==> config.mk <==
export PLATFORM = sky130hd
export DESIGN_NAME = alpha_weighted_box_downscale
export DESIGN_NICKNAME = d
export VERILOG_FILES = /design/src/rtl/awbd_pkg.sv /design/src/rtl/awbd_div.sv /design/src/rtl/alpha_weighted_box_downscale.sv
export SDC_FILE = /design/constraint.sdc
export NUM_CORES = 1
export LEC_CHECK = 0
export BUFFER_PORTS_ARGS = -buffer_cell sky130_fd_sc_hd__buf_2
export CAP_MARGIN = 10
export CORE_AREA = 5 5 172 174
export CTS_CLUSTER_DIAMETER = 30
export DETAILED_ROUTE_END_ITERATION = 12
export DIE_AREA = 0 0 177 179
export GPL_ROUTABILITY_DRIVEN = 0
export PLACE_DENSITY = 0.69
export SYNTH_ARGS = -nofsm -noshare
export SYNTH_HDL_FRONTEND = slang
export SYNTH_SLANG_ARGS = --single-unit
==> constraint.sdc <==
create_clock -name clock -period 6.04 [get_ports clock]
set_input_delay 0.302 -clock clock [delete_from_list [all_inputs] [get_ports clock]]
set_output_delay 0.302 -clock clock [all_outputs]
set_load 0.005 [all_outputs]
==> src/rtl/awbd_pkg.sv <==
`timescale 1ns / 1ps
// ----------------------------------------------------------------------------
// awbd_pkg: shared constants for the alpha-weighted box downscaler
// Pixel channel widths, the per-block quotient width and channel indexing.
// ----------------------------------------------------------------------------
package awbd_pkg;

   localparam int PIX_W  = 8;   // one RGBA channel
   localparam int QUO_W  = 8;   // a rounded mean colour never exceeds 255
   localparam int STEP_W = 3;   // indexes one quotient bit
   localparam int NUM_CH = 3;   // red, green, blue
   localparam int CH_W   = 2;   // indexes one colour channel

   localparam logic [CH_W-1:0] CH_RED  = 2'd0;
   localparam logic [CH_W-1:0] CH_BLUE = 2'd2;

endpackage

==> src/rtl/awbd_div.sv <==
`timescale 1ns / 1ps
// ----------------------------------------------------------------------------
// awbd_div: iterative restoring divider
// Produces an 8-bit quotient, one bit per cycle, most significant bit first.
// The caller guarantees the quotient fits in 8 bits.
// ----------------------------------------------------------------------------
module awbd_div #(
   parameter int NUM_W = 22
) (
   input  logic                        clock,
   input  logic                        reset,
   input  logic                        start,
   input  logic [NUM_W-1:0]            numer,
   input  logic [NUM_W-1:0]            denom,
   output logic                        done,
   output logic [awbd_pkg::QUO_W-1:0]  quotient
);
   import awbd_pkg::*;

   localparam int EXT_W = NUM_W + QUO_W;

   logic              busy_ff, busy_in;
   logic              done_ff, done_in;
   logic [STEP_W-1:0] step_ff, step_in;
   logic [NUM_W-1:0]  rem_ff, rem_in;
   logic [NUM_W-1:0]  den_ff, den_in;
   logic [QUO_W-1:0]  quo_ff, quo_in;
   logic [EXT_W-1:0]  shifted;
   logic [EXT_W-1:0]  rem_ext;

   always_comb begin
      shifted = EXT_W'(den_ff) << step_ff;
      rem_ext = EXT_W'(rem_ff);
      busy_in = busy_ff;
      done_in = 1'b0;
      step_in = step_ff;
      rem_in  = rem_ff;
      den_in  = den_ff;
      quo_in  = quo_ff;
      if (start) begin
         busy_in = 1'b1;
         step_in = STEP_W'(QUO_W - 1);
         rem_in  = numer;
         den_in  = denom;
         quo_in  = '0;
      end else if (busy_ff) begin
         if (rem_ext >= shifted) begin
            rem_in          = NUM_W'(rem_ext - shifted);
            quo_in[step_ff] = 1'b1;
         end
         if (step_ff == '0) begin
            busy_in = 1'b0;
            done_in = 1'b1;
         end else begin
            step_in = step_ff - 1'b1;
         end
      end
   end

   always_ff @(posedge clock) begin
      if (reset) begin
         busy_ff <= 1'b0;
         done_ff <= 1'b0;
      end else begin
         busy_ff <= busy_in;
         done_ff <= done_in;
         step_ff <= step_in;
         rem_ff  <= rem_in;
         den_ff  <= den_in;
         quo_ff  <= quo_in;
      end
   end

   assign done     = done_ff;
   assign quotient = quo_ff;

endmodule

==> src/rtl/alpha_weighted_box_downscale.sv <==
`timescale 1ns / 1ps
// ----------------------------------------------------------------------------
// alpha_weighted_box_downscale: RGBA8 alpha-weighted box filter downsampler
// Accumulates colour*alpha and alpha over a square block, then emits the
// rounded weighted mean colours and the rounded mean alpha; factor 0 passes pixels through.
// ----------------------------------------------------------------------------
// Passthrough (factor 0): the pixel is registered at accept and copied to the result register in ST_FINISH.
// Accumulating: accept, then one shared 8x8 multiply-add per colour; a new request waits for ST_IDLE.
// The last request of a block then runs three divisions on the shared divider and loads
// the result register; a fully transparent block skips the divisions.
// A full result register holds the block in its last state until the result is taken.
// Synchronous reset clears the factor, the sums, the pixel count and the output valid.
module alpha_weighted_box_downscale #(
   parameter int MAX_FACTOR_LOG2 = 2
) (
   input  logic                        clock,
   input  logic                        reset,
   input  logic                        csr_write_en,
   input  logic [1:0]                  csr_write_data,
   input  logic                        req_valid,
   output logic                        req_ready,
   input  logic [awbd_pkg::PIX_W-1:0]  req_red,
   input  logic [awbd_pkg::PIX_W-1:0]  req_green,
   input  logic [awbd_pkg::PIX_W-1:0]  req_blue,
   input  logic [awbd_pkg::PIX_W-1:0]  req_alpha,
   output logic                        rsp_valid,
   input  logic                        rsp_ready,
   output logic [awbd_pkg::PIX_W-1:0]  rsp_out_red,
   output logic [awbd_pkg::PIX_W-1:0]  rsp_out_green,
   output logic [awbd_pkg::PIX_W-1:0]  rsp_out_blue,
   output logic [awbd_pkg::PIX_W-1:0]  rsp_out_alpha
);
   import awbd_pkg::*;

   localparam int CNT_W  = 2 * MAX_FACTOR_LOG2 + 1;
   localparam int WSUM_W = 2 * PIX_W + 2 * MAX_FACTOR_LOG2;
   localparam int ASUM_W = PIX_W + 2 * MAX_FACTOR_LOG2;
   localparam int NUM_W  = WSUM_W + 2;

   typedef enum logic [2:0] {
      ST_IDLE,
      ST_MAC,
      ST_DIV_START,
      ST_DIV_WAIT,
      ST_FINISH
   } state_type;

   state_type         state_ff, state_in;
   logic [1:0]        factor_ff, factor_in;
   logic [WSUM_W-1:0] wsum_ff [NUM_CH];
   logic [WSUM_W-1:0] wsum_in [NUM_CH];
   logic [ASUM_W-1:0] asum_ff, asum_in;
   logic [CNT_W-1:0]  count_ff, count_in;
   logic [CH_W-1:0]   chan_ff, chan_in;
   logic              pass_ff, pass_in;
   logic [PIX_W-1:0]  pix_ff [NUM_CH];
   logic [PIX_W-1:0]  pix_in [NUM_CH];
   logic [PIX_W-1:0]  alpha_ff, alpha_in;
   logic [QUO_W-1:0]  res_ff [NUM_CH];
   logic [QUO_W-1:0]  res_in [NUM_CH];
   logic              rsp_valid_ff, rsp_valid_in;
   logic [PIX_W-1:0]  rsp_ff [NUM_CH];
   logic [PIX_W-1:0]  rsp_in [NUM_CH];
   logic [PIX_W-1:0]  rsp_alpha_ff, rsp_alpha_in;

   logic [1:0]        k_eff;
   logic [2:0]        shamt;
   logic [CNT_W-1:0]  block_n;
   logic [2*PIX_W-1:0] product;
   logic [ASUM_W:0]   alpha_rnd;
   logic [PIX_W-1:0]  alpha_mean;
   logic              div_start;
   logic              div_done;
   logic [QUO_W-1:0]  div_quo;
   logic [NUM_W-1:0]  div_numer;
   logic [NUM_W-1:0]  div_denom;
   logic              out_free;

   // factor values above the maximum saturate
   assign k_eff   = (factor_ff > 2'(MAX_FACTOR_LOG2)) ? 2'(MAX_FACTOR_LOG2) : factor_ff;
   assign shamt   = {k_eff, 1'b0};
   assign block_n = CNT_W'(1) << shamt;

   // shared multiplier: one colour channel per cycle
   assign product = pix_ff[chan_ff] * alpha_ff;

   // round(sum / N) with N a power of four: add N/2, shift
   assign alpha_rnd  = (ASUM_W+1)'(asum_ff) + ((ASUM_W+1)'(block_n) >> 1);
   assign alpha_mean = PIX_W'(alpha_rnd >> shamt);

   // round(w / a) = (2w + a) / (2a)
   assign div_numer = NUM_W'({wsum_ff[chan_ff], 1'b0}) + NUM_W'(asum_ff);
   assign div_denom = NUM_W'({asum_ff, 1'b0});

   assign out_free  = !rsp_valid_ff || rsp_ready;
   assign req_ready = (state_ff == ST_IDLE);

   awbd_div #(
      .NUM_W(NUM_W)
   ) u_div (
      .clock    (clock),
      .reset    (reset),
      .start    (div_start),
      .numer    (div_numer),
      .denom    (div_denom),
      .done     (div_done),
      .quotient (div_quo)
   );

   always_comb begin
      state_in     = state_ff;
      factor_in    = factor_ff;
      wsum_in      = wsum_ff;
      asum_in      = asum_ff;
      count_in     = count_ff;
      chan_in      = chan_ff;
      pass_in      = pass_ff;
      pix_in       = pix_ff;
      alpha_in     = alpha_ff;
      res_in       = res_ff;
      rsp_valid_in = rsp_valid_ff && !rsp_ready;
      rsp_in       = rsp_ff;
      rsp_alpha_in = rsp_alpha_ff;
      div_start    = 1'b0;

      case (state_ff)
         ST_IDLE: begin
            if (req_valid) begin
               pix_in[0] = req_red;
               pix_in[1] = req_green;
               pix_in[2] = req_blue;
               alpha_in  = req_alpha;
               chan_in   = CH_RED;
               if (k_eff == 2'd0) begin
                  pass_in  = 1'b1;
                  state_in = ST_FINISH;
               end else begin
                  pass_in  = 1'b0;
                  asum_in  = asum_ff + ASUM_W'(req_alpha);
                  count_in = count_ff + 1'b1;
                  state_in = ST_MAC;
               end
            end
         end
         ST_MAC: begin
            wsum_in[chan_ff] = wsum_ff[chan_ff] + WSUM_W'(product);
            if (chan_ff == CH_BLUE) begin
               chan_in  = CH_RED;
               state_in = (count_ff == block_n) ? ST_DIV_START : ST_IDLE;
            end else begin
               chan_in = chan_ff + 1'b1;
            end
         end
         ST_DIV_START: begin
            if (asum_ff == '0) begin
               // fully transparent block: colours are zero
               res_in[chan_ff] = '0;
               if (chan_ff == CH_BLUE) begin
                  state_in = ST_FINISH;
               end else begin
                  chan_in = chan_ff + 1'b1;
               end
            end else begin
               div_start = 1'b1;
               state_in  = ST_DIV_WAIT;
            end
         end
         ST_DIV_WAIT: begin
            if (div_done) begin
               res_in[chan_ff] = div_quo;
               if (chan_ff == CH_BLUE) begin
                  state_in = ST_FINISH;
               end else begin
                  chan_in  = chan_ff + 1'b1;
                  state_in = ST_DIV_START;
               end
            end
         end
         ST_FINISH: begin
            if (out_free) begin
               rsp_valid_in = 1'b1;
               if (pass_ff) begin
                  rsp_in       = pix_ff;
                  rsp_alpha_in = alpha_ff;
               end else begin
                  rsp_in       = res_ff;
                  rsp_alpha_in = alpha_mean;
                  for (int i = 0; i < NUM_CH; i++) begin
                     wsum_in[i] = '0;
                  end
                  asum_in  = '0;
                  count_in = '0;
               end
               state_in = ST_IDLE;
            end
         end
         default: begin
            state_in = ST_IDLE;
         end
      endcase

      // a factor write drops any partial block
      if (csr_write_en) begin
         factor_in = csr_write_data;
         for (int i = 0; i < NUM_CH; i++) begin
            wsum_in[i] = '0;
         end
         asum_in  = '0;
         count_in = '0;
      end
   end

   always_ff @(posedge clock) begin
      if (reset) begin
         state_ff     <= ST_IDLE;
         factor_ff    <= '0;
         for (int i = 0; i < NUM_CH; i++) begin
            wsum_ff[i] <= '0;
         end
         asum_ff      <= '0;
         count_ff     <= '0;
         chan_ff      <= CH_RED;
         pass_ff      <= 1'b0;
         rsp_valid_ff <= 1'b0;
      end else begin
         state_ff     <= state_in;
         factor_ff    <= factor_in;
         wsum_ff      <= wsum_in;
         asum_ff      <= asum_in;
         count_ff     <= count_in;
         chan_ff      <= chan_in;
         pass_ff      <= pass_in;
         rsp_valid_ff <= rsp_valid_in;
         pix_ff       <= pix_in;
         alpha_ff     <= alpha_in;
         res_ff       <= res_in;
         rsp_ff       <= rsp_in;
         rsp_alpha_ff <= rsp_alpha_in;
      end
   end

   assign rsp_valid     = rsp_valid_ff;
   assign rsp_out_red   = rsp_ff[0];
   assign rsp_out_green = rsp_ff[1];
   assign rsp_out_blue  = rsp_ff[2];
   assign rsp_out_alpha = rsp_alpha_ff;

endmodule
Word-level counts from Yosys, hierarchy flattened
Cells that the tools add are included.
- input port bits: 39
- output and inout bits: 34
- logic and storage cells: 160
- register bits after elaboration: 221
- equal/unequal tests: 15
- reduce and logical (&&, ||, !) cells: 29
- multiplexer cells: 65
- shift-type cells: 3
- $add $sub $neg: 8
- bitwise logic cells: 6
- magnitude comparators: 6
- multipliers: 1
- operators with widths (operator ; count):
    $mux W60 ; 2
    $pmux W60 S2 ; 1
    $mux W24 ; 3
    $mux W22 ; 3
    $bwmux W60 ; 1
    $mux W20 ; 3
    $mux W12 ; 4
    $mux W8 ; 6
    $pmux W24 S2 ; 1
    $bmux W20 S2 ; 1
    $demux W20 S2 ; 1
    $ge A22 B30 Y1 ; 1
    $mux W3 ; 10
    $shl A13 B3 Y30 ; 1
    $and A24 B24 Y24 ; 1
    $bwmux W24 ; 1
    $not A24 Y24 ; 1
    $pmux W12 S2 ; 1
    $add A21 B12 Y22 ; 1
    $sub A22 B22 Y22 ; 1
    $add A20 B16 Y20 ; 1
    $mux W5 ; 4
    $bmux W8 S2 ; 1
    $demux W8 S2 ; 1
    44 further kinds ; 82

Logic depth before layout (Yosys ltp)
Gate-level depths: netlist of the first run.
- word-level depth: 9
- depth in mapped cells: 23
- mapped depth without buffers: 21

By module
A second synthesis of the first run with hierarchy kept.
- cell total of the unflattened synthesis: 1565
- area total of the unflattened synthesis: 15338.5 sq um
- by module, submodules not included (module ; times used ; area an instance (sq um) ; cells an instance ; seq. area each (sq um)):
    alpha_weighted_box_downscale ; 1 ; 11373.4 ; 1203 ; 4364.2
    awbd_div ; 1 ; 3965.1 ; 362 ; 1691.6

Least setup slack after synthesis of the first run
No wires, ideal clock.
- path kind: reg2reg
- start point: register chan_ff[0]
- end point: register wsum_ff[16] (netlist name)
- period minus slack after synthesis: 5.449 ns
- library setup time: 0.122 ns
- cell stages (with the launch flop): 20
- arrival time: 5.327 ns
- slack: 0.591 ns
- buffers on the path: 2
- data required time: 5.918 ns
- path through: dfxtp_1 > buf_6 > buf_2 > mux2i_1 > o21ai_1 > nand2_1 > fa_1 > inv_1 > fa_1 > fa_1 > inv_1 > fa_1 > inv_1 > ha_1 > a2111oi_0 > o21ai_1 > a21o_1 > a41oi_1 > nor4_1 > a221o_1
- cells in the longest elaborated chain, start to end: 8
- elaborated cells on any way between the ends: 16
- classes of those cells: 1 x add/sub; 1 x mul; 2 x order compare; 10 x mux; 1 x bitwise; 1 x reduce/logical
- RTL lines (what ; line ; text):
    start: declaration ; alpha_weighted_box_downscale.sv:54 ; logic [CH_W-1:0] chan_ff, chan_in;
    start signal: assignment ; alpha_weighted_box_downscale.sv:231 ; chan_ff <= chan_in;
    $not A2 Y3 (implied by the code) (*) ; alpha_weighted_box_downscale.sv:85, alpha_weighted_box_downscale.sv:146 ;
    $bmux W8 S2 ; alpha_weighted_box_downscale.sv:85 ; assign product = pix_ff[chan_ff] * alpha_ff;
    $mux W8 (implied by the code) (2 in a row) ; alpha_weighted_box_downscale.sv:85 ;
    $mul A8 B8 Y16 ; alpha_weighted_box_downscale.sv:85 ;
    $add A20 B16 Y20 ; alpha_weighted_box_downscale.sv:146 ; wsum_in[chan_ff] = wsum_ff[chan_ff] + WSUM_W'(product);
    $bwmux W60 (*) ; alpha_weighted_box_downscale.sv:146 ;
    $pmux W60 S2 (*) ; alpha_weighted_box_downscale.sv:126 ; case (state_ff)
    end signal: assignment ; alpha_weighted_box_downscale.sv:228 ; wsum_ff <= wsum_in;
    end: declaration ; alpha_weighted_box_downscale.sv:50 ; logic [WSUM_W-1:0] wsum_ff [NUM_CH];
Mark *: on every way between the ends. The rest lies on a longest branch, timed or not. The select of a mux whose other input is x is not followed.
A chain may end at the register's enable or synchronous reset.

Worst setup path after layout of the first run
- start point: register chan_ff[0]
- end point: register wsum_ff[36] (netlist name)
Same word-level chain as after synthesis.

==> summary.md, run 1 <==
| Metric | Value |
|---|---|
| Total Nets Final | 1889 |
| Post-route fraction of the period consumed by the critical path | 0.924 |
| Cells after DPL | 1992 |
| DRC violation count after routing | 0 |
| Synthesized area per cell | 9.41 sq um |
| Post-synthesis share of cell area spent on full adders, half adders and majority gates | 0.144 |
| Clk root buf | sky130_fd_sc_hd__clkbuf_16 |
| Worst Setup End Kind | flop |
| Kind of launch point of the worst setup path | flop |
| CTS max path bufs | 3 |
| Instance count of the mapped netlist | 1604 |
| Xor/xnor cell area share of the yosys netlist | 0.0313 |
| Max-slew headroom at the worst pin | 0.227 |
| Via count | 12700 |
| Horizontal die dimension | 177 microns |
| Worst min-delay path class | in2reg |
| Data required time of the critical path | 6.49 ns |
| Fillers | 2203 |
| Post-CTS setup buffer count | 0 |
| Area of the mapped netlist | 15100 sq um |
| H-tree Lvls | 2 |
| Critical path class | reg2reg |
| Endpoint of the worst-slack reg-to-reg timing path | wsum_ff[36] |
| Reg-to-reg setup timing slack | 0.46 ns |
| Outcome | finished, final reports clean |
| Final setup fails | 0 |
| Post-Route WL | 43.2 mm |
| Register clock-pin slew on the reported worst setup and hold paths | 0.05 ns |
| Data arrival time of the critical path | 6.03 ns |
| Number of unique standard cell types used by synthesis | 74 |
| Die height | 179 microns |
| Number of sinks on the clock net | 221 |
| IO Port Bufs | 72 |
| Static power due to leakage | 7.41 nW |
| Final clock skew | 0.0447 ns |
| Final Max Tran Viols | 0 |
| Sum of negative setup slack | 0 ns |
| Worst hold slack | 0.0163 ns |
| Maximum capacitance violations | 0 |
| Cell Pwr Density | 564 nW/um^2 |
| Critical Path Source | chan_ff[0] |
| Initial DRC count | 1267 |
| Layout cell share with drive strength beyond 1 | 0.139 |
| Dominant combinational cell family by area after synthesis | simple AND/OR/NAND/NOR gates |
| Main flop type after synthesis | sky130_fd_sc_hd__edfxtp_1 |
| Overall track demand over capacity in global routing | 0.271 |
| Area of the core | 27600 sq um |
| Post-Place Cell Area | 15700 sq um |
| Area growth syn-to-layout | 20.5% |
| Count of flip-flops with a built-in enable after synthesis | 133 |
| Endpoint of the worst setup timing path | wsum_ff[36] |
| Setup slack after layout | 0.460 ns |
| Top fanout value on the critical path | 8 |
| Antenna violations before repair | 0 |
| Die outline area | 31700 sq um |
| Number of antenna-violating nets in the routed design | 0 |
| TritonCTS clock tree | yes |
| Crit path time final | 5.58 ns |
| Depth of the worst register-to-register path | 18 |
| Complex-gate fraction of the synthesized area | 0.154 |
| Starting density of the core | 0.546 |
| Cell row count | 61 |
| Slew @ Worst Pin | 1.16 ns |
| Synthesized net count | 1786 |
| Number of iterations in the first detailed-routing pass | 5 |
| Fraction of the mapped netlist area in simple logic gates | 0.167 |
| Antenna cell count | 0 |
| Warnings, synthesis | 0 |
| Worst setup timing slack at the placement stage | 0.399 ns |
| Largest net degree at the start of global routing | 51 |
| Mux share of post-synthesis cell area | 0.0682 |
| Non-filler cells, final | 2132 |
| Post-synthesis register bit count | 221 |
| Async S/R FF share, synth | 0 |
| Post-layout utilization of the core | 0.658 |
| Start of the worst register-to-register path | chan_ff[0] |
| Inserted Clock Buffers | 57 |
| Average via count per standard cell | 5.96 |
| Wire length of the first global-routing pass | 68.1 mm |
| Origin of the worst min-delay path | req_valid |
| Top-Level Pins | 73 |
| Residual overflow from global routing | 0 |
| Routed length per placed instance | 20.2 microns |
| Number of hold violations in the final report | 0 |
| Unrepaired setup endpoints after global routing | no |
| Placed wire-length estimate after detailed placement | 30.1 mm |
| Vias in the first global route | 12600 |
| Max Clk Rate | 0.179 GHz |
| Peak ir drop on the vdd network | 0.560 mV |
| Sequential fraction of the synthesis area | 0.381 |
| Overall power consumption | 10.3 mW |
| Clk Latency, worst-skew pair | 0.58 ns |
| Final standard cell area without fillers | 18200 sq um |
-- sequential cells by signal, indices dropped and copies added (netlist names), 12 cells and up --
signal	cells
res_ff	24
pix_ff	24
wsum_ff	60
u_div.den_ff	12
asum_ff	12
u_div.rem_ff	22
-- critical path: stages (launching register included) --
cell and delay, ns:
sky130_fd_sc_hd__dfxtp_2 0.41, sky130_fd_sc_hd__buf_4 0.21, sky130_fd_sc_hd__mux2i_1 0.22, sky130_fd_sc_hd__o21ai_1 0.09
sky130_fd_sc_hd__buf_4 0.16, sky130_fd_sc_hd__and2_1 0.16, sky130_fd_sc_hd__fa_1 0.48, sky130_fd_sc_hd__fa_1 0.54
sky130_fd_sc_hd__fa_1 0.58, sky130_fd_sc_hd__inv_1 0.07, sky130_fd_sc_hd__fa_1 0.54, sky130_fd_sc_hd__inv_1 0.04
sky130_fd_sc_hd__ha_1 0.33, sky130_fd_sc_hd__a2111oi_0 0.42, sky130_fd_sc_hd__o21ai_1 0.18, sky130_fd_sc_hd__a21o_1 0.27
sky130_fd_sc_hd__a41oi_2 0.35, sky130_fd_sc_hd__nor4_1 0.08, sky130_fd_sc_hd__a221o_1 0.29
-- synth_stat cells (4+ instances only) --
| cell | n | area share |
|---|---|---|
| sky130_fd_sc_hd__a211oi_1 | 14 | 0.0070 |
| sky130_fd_sc_hd__a21boi_0 | 5 | 0.0025 |
| sky130_fd_sc_hd__a21o_1 | 22 | 0.011 |
| sky130_fd_sc_hd__a21oi_1 | 93 | 0.031 |
| sky130_fd_sc_hd__a221o_1 | 6 | 0.0040 |
| sky130_fd_sc_hd__a22oi_1 | 18 | 0.0090 |
| sky130_fd_sc_hd__a31oi_1 | 13 | 0.0054 |
| sky130_fd_sc_hd__and2_1 | 43 | 0.018 |
| sky130_fd_sc_hd__and3_1 | 11 | 0.0046 |
| sky130_fd_sc_hd__buf_1 | 11 | 0.0027 |
| sky130_fd_sc_hd__buf_2 | 8 | 0.0027 |
| sky130_fd_sc_hd__clkbuf_1 | 59 | 0.015 |
| sky130_fd_sc_hd__dfxtp_1 | 88 | 0.12 |
| sky130_fd_sc_hd__edfxtp_1 | 133 | 0.26 |
| sky130_fd_sc_hd__fa_1 | 52 | 0.069 |
| sky130_fd_sc_hd__ha_1 | 91 | 0.075 |
| sky130_fd_sc_hd__inv_1 | 126 | 0.031 |
| sky130_fd_sc_hd__mux2_2 | 32 | 0.024 |
| sky130_fd_sc_hd__mux2i_1 | 60 | 0.040 |
| sky130_fd_sc_hd__nand2_1 | 175 | 0.044 |
| sky130_fd_sc_hd__nand2b_1 | 15 | 0.0062 |
| sky130_fd_sc_hd__nand3_1 | 64 | 0.021 |
| sky130_fd_sc_hd__nand3b_1 | 4 | 0.0020 |
| sky130_fd_sc_hd__nand4_1 | 20 | 0.0083 |
| sky130_fd_sc_hd__nor2_1 | 110 | 0.027 |
| sky130_fd_sc_hd__nor2b_1 | 20 | 0.0083 |
| sky130_fd_sc_hd__nor3_1 | 20 | 0.0066 |
| sky130_fd_sc_hd__nor3b_1 | 4 | 0.0020 |
| sky130_fd_sc_hd__nor4_1 | 13 | 0.0054 |
| sky130_fd_sc_hd__o211ai_1 | 13 | 0.0065 |
| sky130_fd_sc_hd__o21a_1 | 34 | 0.017 |
| sky130_fd_sc_hd__o21ai_0 | 80 | 0.027 |
| sky130_fd_sc_hd__o21ai_1 | 8 | 0.0027 |
| sky130_fd_sc_hd__o311ai_0 | 6 | 0.0035 |
| sky130_fd_sc_hd__or2_2 | 4 | 0.0017 |
| sky130_fd_sc_hd__or3_1 | 9 | 0.0037 |
| sky130_fd_sc_hd__or4_1 | 4 | 0.0020 |
| sky130_fd_sc_hd__xnor2_1 | 34 | 0.020 |
| sky130_fd_sc_hd__xor2_1 | 20 | 0.012 |
-- layer usage --
layer  up-vias  wire length (microns)  track usage
li1       5947                      -            -
met1      6075                  18000        0.353
met2       581                  19900        0.441
met3       110                   3160       0.0470
met4         0                   2070        0.131
met5         -                      0            0
-- final cells by class --
class	instances	area, sq um	share of cell area
Timing Repair Buffer	125	843	0.0464
Multi-Input combinational cell	1175	8550	0.471
Sequential cell	221	5760	0.317
Tap cell	378	473	0.0260
Inverter	127	477	0.0262
Clock buffer	77	1600	0.0882
Clock inverter	29	465	0.0256
-- report_power, final --
group / leakage [nW] / total, mW / switching [mW] / internal [mW]
Sequential: 1.93 / 1.91 / 0.116 / 1.79
Combinational: 4.47 / 5.11 / 3.21 / 1.91
Clock: 1.01 / 3.23 / 0.960 / 2.28
-- cells by family after synthesis --
logic type      Yosys count
fa+ha+maj               143
flops                   221
simple gates            527
compound gates          356
xor+xnor                 54
mux                      95
buf+inv                 208
-- layout by cell type (no fill, tap or decap), types with 14 or more instances in the layout --
cell type	count
sky130_fd_sc_hd__a211oi_1	14
sky130_fd_sc_hd__a21o_1	22
sky130_fd_sc_hd__a21oi_1	93
sky130_fd_sc_hd__a22oi_1	18
sky130_fd_sc_hd__and2_1	43
sky130_fd_sc_hd__buf_2	72
sky130_fd_sc_hd__buf_4	19
sky130_fd_sc_hd__clkbuf_16	58
sky130_fd_sc_hd__dfxtp_1	87
sky130_fd_sc_hd__dlygate4sd3_1	34
sky130_fd_sc_hd__edfxtp_1	133
sky130_fd_sc_hd__fa_1	52
sky130_fd_sc_hd__ha_1	91
sky130_fd_sc_hd__inv_1	126
sky130_fd_sc_hd__mux2_2	32
sky130_fd_sc_hd__mux2i_1	60
sky130_fd_sc_hd__nand2_1	175
sky130_fd_sc_hd__nand2b_1	15
sky130_fd_sc_hd__nand3_1	64
sky130_fd_sc_hd__nand4_1	20
sky130_fd_sc_hd__nor2_1	107
sky130_fd_sc_hd__nor2b_1	19
sky130_fd_sc_hd__nor3_1	20
sky130_fd_sc_hd__o21a_1	34
sky130_fd_sc_hd__o21ai_0	79
sky130_fd_sc_hd__xnor2_1	34
sky130_fd_sc_hd__xor2_1	20
-- how the worst min path moves through the flow --
stage,endpoint,slack (ns),cells past startpoint
floorplan,alpha_ff[0],0.40,0
CTS,pass_ff,0.0007,3
global placement,wsum_ff[6],0.44,2
detailed placement,wsum_ff[7],0.45,2
finish,pass_ff,0.02,3
global route,pass_ff,0.04,3
-- timing repair --
action,CTS,global route
hold endpoints to repair,34,0
resized for setup,0,3
hold buffers,34,0
setup endpoints to repair,0,7
Power figures use the tool's default switching activity.
==> inputs of run 2 (changes only) <==
CTS_BUF_LIST = sky130_fd_sc_hd__clkbuf_4   (was default)
==> run 2 against run 1 <==
Die area did not move; maximum frequency rose by 0.85%; worst setup slack improved by 0.047 ns; routed wire length fell by 2.6%; utilization fell by 4.3 points; clock-buffer cell count rose by 17; critical endpoint is now wsum_ff[56].
==> summary.md, run 2 (same netlist as run 1, synthesis figures left out) <==
| Metric | Value |
|---|---|
| Worst hold slack | 0.0846 ns (+0.0683 ns) |
| Flip-flop count of the largest register after layout | 60 (unchanged) |
| Routed length on met3 | 3.34 mm (+5.7%) |
| CTS max path bufs | 3 (unchanged) |
| Master of the slowest instance on the critical path | sky130_fd_sc_hd__fa_1 |
| Register clock-pin slew on the reported worst setup and hold paths | 0.07 ns (+0.02 ns) |
| Final setup fails | 0 (unchanged) |
| Via count | 12700 (-0.094%) |
| Static power due to leakage | 6.92 nW (-6.6%) |
| Number of iterations in the first detailed-routing pass | 8 (+3) |
| Fillers | 2418 (+9.8%) |
| Kind of launch point of the worst setup path | flop |
| Top fanout value on the critical path | 8 (unchanged) |
| Horizontal die dimension | 177 microns (unchanged) |
| Register ranked first by flip-flop count | wsum_ff |
| Met2 routed wirelength | 19.3 mm (-3.2%) |
| Worst Setup End Kind | flop |
| Max-slew headroom at the worst pin | 0.227 (about the same) |
| H-tree Lvls | 3 (+1) |
| Overall power consumption | 8.41 mW (-18%) |
| Final clock skew | 0.0583 ns (+0.0136 ns) |
| Clk Latency, worst-skew pair | 0.69 ns (+0.11 ns) |
| Die height | 179 microns (unchanged) |
| Max Clk Rate | 0.181 GHz (+0.85%) |
| Peak ir drop on the vdd network | 0.567 mV (+1.4%) |
| Wire length of the first global-routing pass | 67.0 mm (-1.6%) |
| Die outline area | 31700 sq um (unchanged) |
| Area growth syn-to-layout | 12.6% |
| Setup slack after layout | 0.507 ns (+0.0469 ns) |
| Kind of cell with the highest combined delay on the critical path | adder cells |
| Area of the core | 27600 sq um (unchanged) |
| Placed wire-length estimate after detailed placement | 30.1 mm (unchanged) |
| Non-filler cells, final | 2156 (+1.1%) |
| Number of hold violations in the final report | 0 (unchanged) |
| Cell row count | 61 (unchanged) |
| Data required time of the critical path | 6.61 ns (+0.12 ns) |
| Data arrival time of the critical path | 6.10 ns (+0.07 ns) |
| Largest net degree at the start of global routing | 51 (unchanged) |
| Slew @ Worst Pin | 1.16 ns (+0.000298 ns) |
| Residual overflow from global routing | 0 (unchanged) |
| Post-Place Cell Area | 15700 sq um (unchanged) |
| Worst setup timing slack at the placement stage | 0.399 ns (unchanged) |
| Worst min-delay path class | in2reg |
| Highest routed layer | met4 |
| Final standard cell area without fillers | 17000 sq um (-6.5%) |
| Commonest non-fill, non-tap cell in the layout | sky130_fd_sc_hd__nand2_1 |
| Starting density of the core | 0.546 (unchanged) |
| IO Port Bufs | 72 (unchanged) |
| Clk root buf | sky130_fd_sc_hd__clkbuf_4 |
| Layout cell share with drive strength beyond 1 | 0.145 (+0.00608) |
| Crit-path max cell delay | 0.58 ns (about the same) |
| Post-route fraction of the period consumed by the critical path | 0.916 (-0.00777) |
| Unrepaired setup endpoints after global routing | no |
| Overall track demand over capacity in global routing | 0.267 (-0.00388) |
| Post-layout utilization of the core | 0.615 (-0.0427) |
| Commonest non-fill, non-tap cells in the layout | sky130_fd_sc_hd__nand2_1, sky130_fd_sc_hd__edfxtp_1, sky130_fd_sc_hd__inv_1 |
| DRC violation count after routing | 0 (unchanged) |
| Critical path buffers and inverters | 4 (unchanged) |
| Inserted Clock Buffers | 69 (+21%) |
| Vias in the first global route | 12500 (-1.1%) |
| Crit path time final | 5.53 ns (-0.0469 ns) |
| Cells after DPL | 1992 (unchanged) |
| Post-Route WL | 42.0 mm (-2.6%) |
| Most prevalent standard cell on the critical path | sky130_fd_sc_hd__fa_1 |
| Maximum capacitance violations | 0 (unchanged) |
| TritonCTS clock tree | yes |
| Routed length per placed instance | 19.5 microns (-3.7%) |
| Sum of negative setup slack | 0 ns (unchanged) |
| Cell Pwr Density | 495 nW/um^2 (-12%) |
| Critical path class | reg2reg |
| Average via count per standard cell | 5.89 (-1.2%) |
| Total Nets Final | 1905 (+0.85%) |
| Outcome | finished, final reports clean |
| Initial DRC count | 1209 (-4.6%) |
| Cells along the critical path | buf_4 > mux2i_1 > o21ai_1 > buf_4 > and2_1 > fa_1 > fa_1 > fa_1 > inv_1 > fa_1 > inv_1 > ha_1 > a2111oi_0 > o21ai_1 > a21o_1 > a41oi_2 > nor4_1 > a221o_1 |
| Largest registers | wsum_ff x60, pix_ff x24, res_ff x24 |
| Final Max Tran Viols | 0 (unchanged) |
| FF/Latch Area | 5760 sq um (unchanged) |
| Area of combinational cells with multiple inputs | 8550 sq um (unchanged) |
| Met1 routed wirelength after detailed routing | 17.4 mm (-3.7%) |
| Number of sinks on the clock net | 221 (unchanged) |
| Number of antenna-violating nets in the routed design | 0 (unchanged) |
| Antenna violations before repair | 1 (+1) |
| Top-Level Pins | 73 (unchanged) |
[run 2: report_power, final]
part,internal [mW],total [mW],switching (mW)
Clock,0.733,1.43,0.698
Combinational,1.90,5.08,3.18
Sequential,1.78,1.90,0.114
[run 2: worst reg2reg max path: cells and delay by family (launching register included)]
| kind | cells | cell delay, ns |
|---|---|---|
| buffers and inverters | 4 | 0.48 |
| DFF | 1 | 0.42 |
| and+or+nand+nor | 2 | 0.24 |
| muxes | 1 | 0.21 |
| adders and majority gates | 5 | 2.47 |
| AOI/OAI and AO/OA | 6 | 1.60 |
[run 2: timing repair]
| item | CTS | global route |
|---|---|---|
| endpoints found under the setup margin | 0 | 7 |
| buffers inserted | 0 | 0 |
| resized for setup | 0 | 3 |
| hold buffers | 38 | 0 |
| hold endpoints to repair | 36 | 0 |
[run 2: final timing paths]
path | depth (start not counted) | slack, ns | end | start
min | 2 | 0.08 | factor_ff[1] | reset
max | 18 | 0.51 | wsum_ff[56] | chan_ff[0]
min reg2reg | 2 | 0.45 | wsum_ff[7] | wsum_ff[7]
max reg2reg | 18 | 0.51 | wsum_ff[56] | chan_ff[0]
[run 2: area by class of cell]
type                            count  area share
Clock inverter                     31     0.00825
Antenna cell                        1    0.000147
Timing Repair Buffer              129      0.0520
Inverter                          127      0.0281
Multi-Input combinational cell   1175       0.503
Sequential cell                   221       0.339
Tap cell                          378      0.0278
Clock buffer                       94      0.0415
[run 2: layer usage]
layer / GRT usage / vias up
li1: - / 5997
met1: 0.346 / 6039
met2: 0.430 / 549
met3: 0.0523 / 116
met4: 0.133 / 0
met5: 0.00160 / -
==> inputs of run 3 (changes only) <==
CTS_BUF_LIST = sky130_fd_sc_hd__clkbuf_8 sky130_fd_sc_hd__clkbuf_16   (was sky130_fd_sc_hd__clkbuf_4)
==> run 3 against run 2 <==
Maximum frequency shrank 0.45%; register-to-register slack lost 0.02 ns; final cell count shrank 1.1%; global-route usage grew 0.39 points; clock power grew 130%; critical endpoint unchanged.
==> summary.md, run 3 (same netlist as run 1, synthesis figures left out) <==
| Metric | Value |
|---|---|
| Critical Path Source | chan_ff[0] |
| Depth of the worst register-to-register path | 18 (unchanged) |
| Die outline area | 31700 sq um (unchanged) |
| Kind of launch point of the worst setup path | flop |
| Final setup fails | 0 (unchanged) |
| Commonest non-fill, non-tap cells in the layout | sky130_fd_sc_hd__nand2_1, sky130_fd_sc_hd__inv_1, sky130_fd_sc_hd__edfxtp_1 |
| Critical path class | reg2reg |
| Post-route fraction of the period consumed by the critical path | 0.920 (+0.00411) |
| Post-layout utilization of the core | 0.658 (+0.0427) |
| Reg-to-reg setup timing slack | 0.48 ns (-0.02 ns) |
| Register ranked first by flip-flop count | wsum_ff |
| IO Port Bufs | 72 (unchanged) |
| Outcome | finished, final reports clean |
| Clk Latency, worst-skew pair | 0.59 ns (-0.10 ns) |
| Antenna cell count | 0 (-1) |
| Average via count per standard cell | 5.98 (+1.5%) |
| Wire length of the first global-routing pass | 68.1 mm (+1.7%) |
| CTS max path bufs | 3 (unchanged) |
| Number of sinks on the clock net | 221 (unchanged) |
| Setup slack after layout | 0.482 ns (-0.0248 ns) |
| Cell row count | 61 (unchanged) |
| Origin of the worst min-delay path | req_valid |
| Peak ir drop on the vdd network | 0.567 mV (about the same) |
| TritonCTS clock tree | yes |
| Crit path time final | 5.56 ns (+0.0248 ns) |
| Data arrival time of the critical path | 6.00 ns (-0.10 ns) |
| Data required time of the critical path | 6.49 ns (-0.12 ns) |
| Maximum capacitance violations | 0 (unchanged) |
| Clk root buf | sky130_fd_sc_hd__clkbuf_16 |
| Largest net degree at the start of global routing | 51 (unchanged) |
| Routed length per placed instance | 20.3 microns (+3.9%) |
| Top-Level Pins | 73 (unchanged) |
| Layout cell share with drive strength beyond 1 | 0.139 (-0.00608) |
| Horizontal die dimension | 177 microns (unchanged) |
| Start of the worst register-to-register path | chan_ff[0] |
| Inserted Clock Buffers | 57 (-17%) |
| Worst setup timing slack at the placement stage | 0.399 ns (unchanged) |
| Antenna violations before repair | 0 (-1) |
| Static power due to leakage | 7.45 nW (+7.7%) |
| DRC violation count after routing | 0 (unchanged) |
| Hold Path Stages | 3 (+1) |
| Residual overflow from global routing | 0 (unchanged) |
| Register clock-pin slew on the reported worst setup and hold paths | 0.05 ns (-0.02 ns) |
| Area growth syn-to-layout | 20.5% |
| Via count | 12700 (+0.37%) |
| Worst Setup End Kind | flop |
| Max Clk Rate | 0.180 GHz (-0.45%) |
| Vias in the first global route | 12600 (+1.1%) |
| Area of the core | 27600 sq um (unchanged) |
| Die height | 179 microns (unchanged) |
| Starting density of the core | 0.546 (unchanged) |
| Slew @ Worst Pin | 1.14 ns (-0.0141 ns) |
| Flip-flop count of the largest register after layout | 60 (unchanged) |
| Total Nets Final | 1889 (-0.84%) |
| Placed wire-length estimate after detailed placement | 30.1 mm (unchanged) |
| Worst min-delay path class | in2reg |
| Overall track demand over capacity in global routing | 0.271 (+0.00388) |
| Initial DRC count | 1305 (+7.9%) |
| Final clock skew | 0.0450 ns (-0.0133 ns) |
| H-tree Lvls | 2 (-1) |
| Max-slew headroom at the worst pin | 0.237 (+0.00941) |
| Sum of negative setup slack | 0 ns (unchanged) |
| Final Max Tran Viols | 0 (unchanged) |
| Top fanout value on the critical path | 8 (unchanged) |
| Overall power consumption | 10.2 mW (+22%) |
| Cell Pwr Density | 564 nW/um^2 (+14%) |
| Number of hold violations in the final report | 0 (unchanged) |
| Largest registers | wsum_ff x60, pix_ff x24, res_ff x24 |
| Number of iterations in the first detailed-routing pass | 6 (-2) |
| Post-Route WL | 43.2 mm (+2.7%) |
| Number of antenna-violating nets in the routed design | 0 (unchanged) |
| Unrepaired setup endpoints after global routing | no |
| Commonest non-fill, non-tap cell in the layout | sky130_fd_sc_hd__nand2_1 |
-- run 3: cell count changes in the layout (fill, tap and decap cells not counted), sizes merged --
cell         before  now
bufinv            0   10
clkinv           27   16
inv             130  140
clkbuf           94   66
diode             1    0
dlygate4sd3      38   34
-- run 3: what timing repair did --
action                                 4_1_cts  5_1_grt
hold buffers                                34        0
endpoints found under the hold margin       34        0
setup buffers                                0        0
setup endpoints to repair                    0        7
resized for setup                            0        3
-- run 3: cell type report --
cell class	instances	area, sq um
timing repair buffer	125	843
multi-input combinational	1175	8550
clock buffer	66	1560
clock inverter	40	507
fill	2203	9460
tap	378	473
inverter	127	477
sequential	221	5760
-- run 3: through the flow --
stage                     hold slack [ns]  cell area (sq um)  std cells
final                              0.0159              18200       2132
after global routing               0.0386              18200       2132
after CTS                        0.000461              18200       2132
after floorplan                     0.401              15100       1604
after global placement              0.441              15700       1992
after detailed placement            0.445              15700       1992
-- run 3: path summary, 6_finish.rpt --
check	to
worst min register to register	wsum_ff[47]
worst max-delay path	wsum_ff[56]
worst max register to register	wsum_ff[56]
worst min-delay path	pass_ff
-- run 3: critical path, stage by stage, from the launching register on --
cell and delay, ns:
sky130_fd_sc_hd__dfxtp_2 0.41, sky130_fd_sc_hd__buf_4 0.21, sky130_fd_sc_hd__mux2i_1 0.21, sky130_fd_sc_hd__o21ai_1 0.09, sky130_fd_sc_hd__buf_4 0.17, sky130_fd_sc_hd__and2_1 0.16
sky130_fd_sc_hd__fa_1 0.48, sky130_fd_sc_hd__fa_1 0.54, sky130_fd_sc_hd__fa_1 0.58, sky130_fd_sc_hd__inv_1 0.07, sky130_fd_sc_hd__fa_1 0.54, sky130_fd_sc_hd__inv_1 0.04
sky130_fd_sc_hd__ha_1 0.33, sky130_fd_sc_hd__a2111oi_0 0.42, sky130_fd_sc_hd__o21ai_1 0.18, sky130_fd_sc_hd__a21o_1 0.27, sky130_fd_sc_hd__a41oi_2 0.34, sky130_fd_sc_hd__nor4_1 0.08
sky130_fd_sc_hd__a221o_1 0.29
-- run 3: metal layers --
metal,vias to the layer above,track usage,part of all wire
met4,0,0.131,0.051
met1,6114,0.353,0.41
li1,5939,-,-
met3,126,0.0470,0.075
met5,-,0,0
met2,569,0.441,0.46
-- run 3: where the power goes --
| group | internal [mW] | switching (mW) | leakage, nW |
|---|---|---|---|
| Clock | 2.26 | 0.966 | 1.06 |
| Sequential | 1.79 | 0.115 | 1.93 |
| Combinational | 1.91 | 3.21 | 4.47 |
| Total | 5.95 | 4.29 | 7.45 |
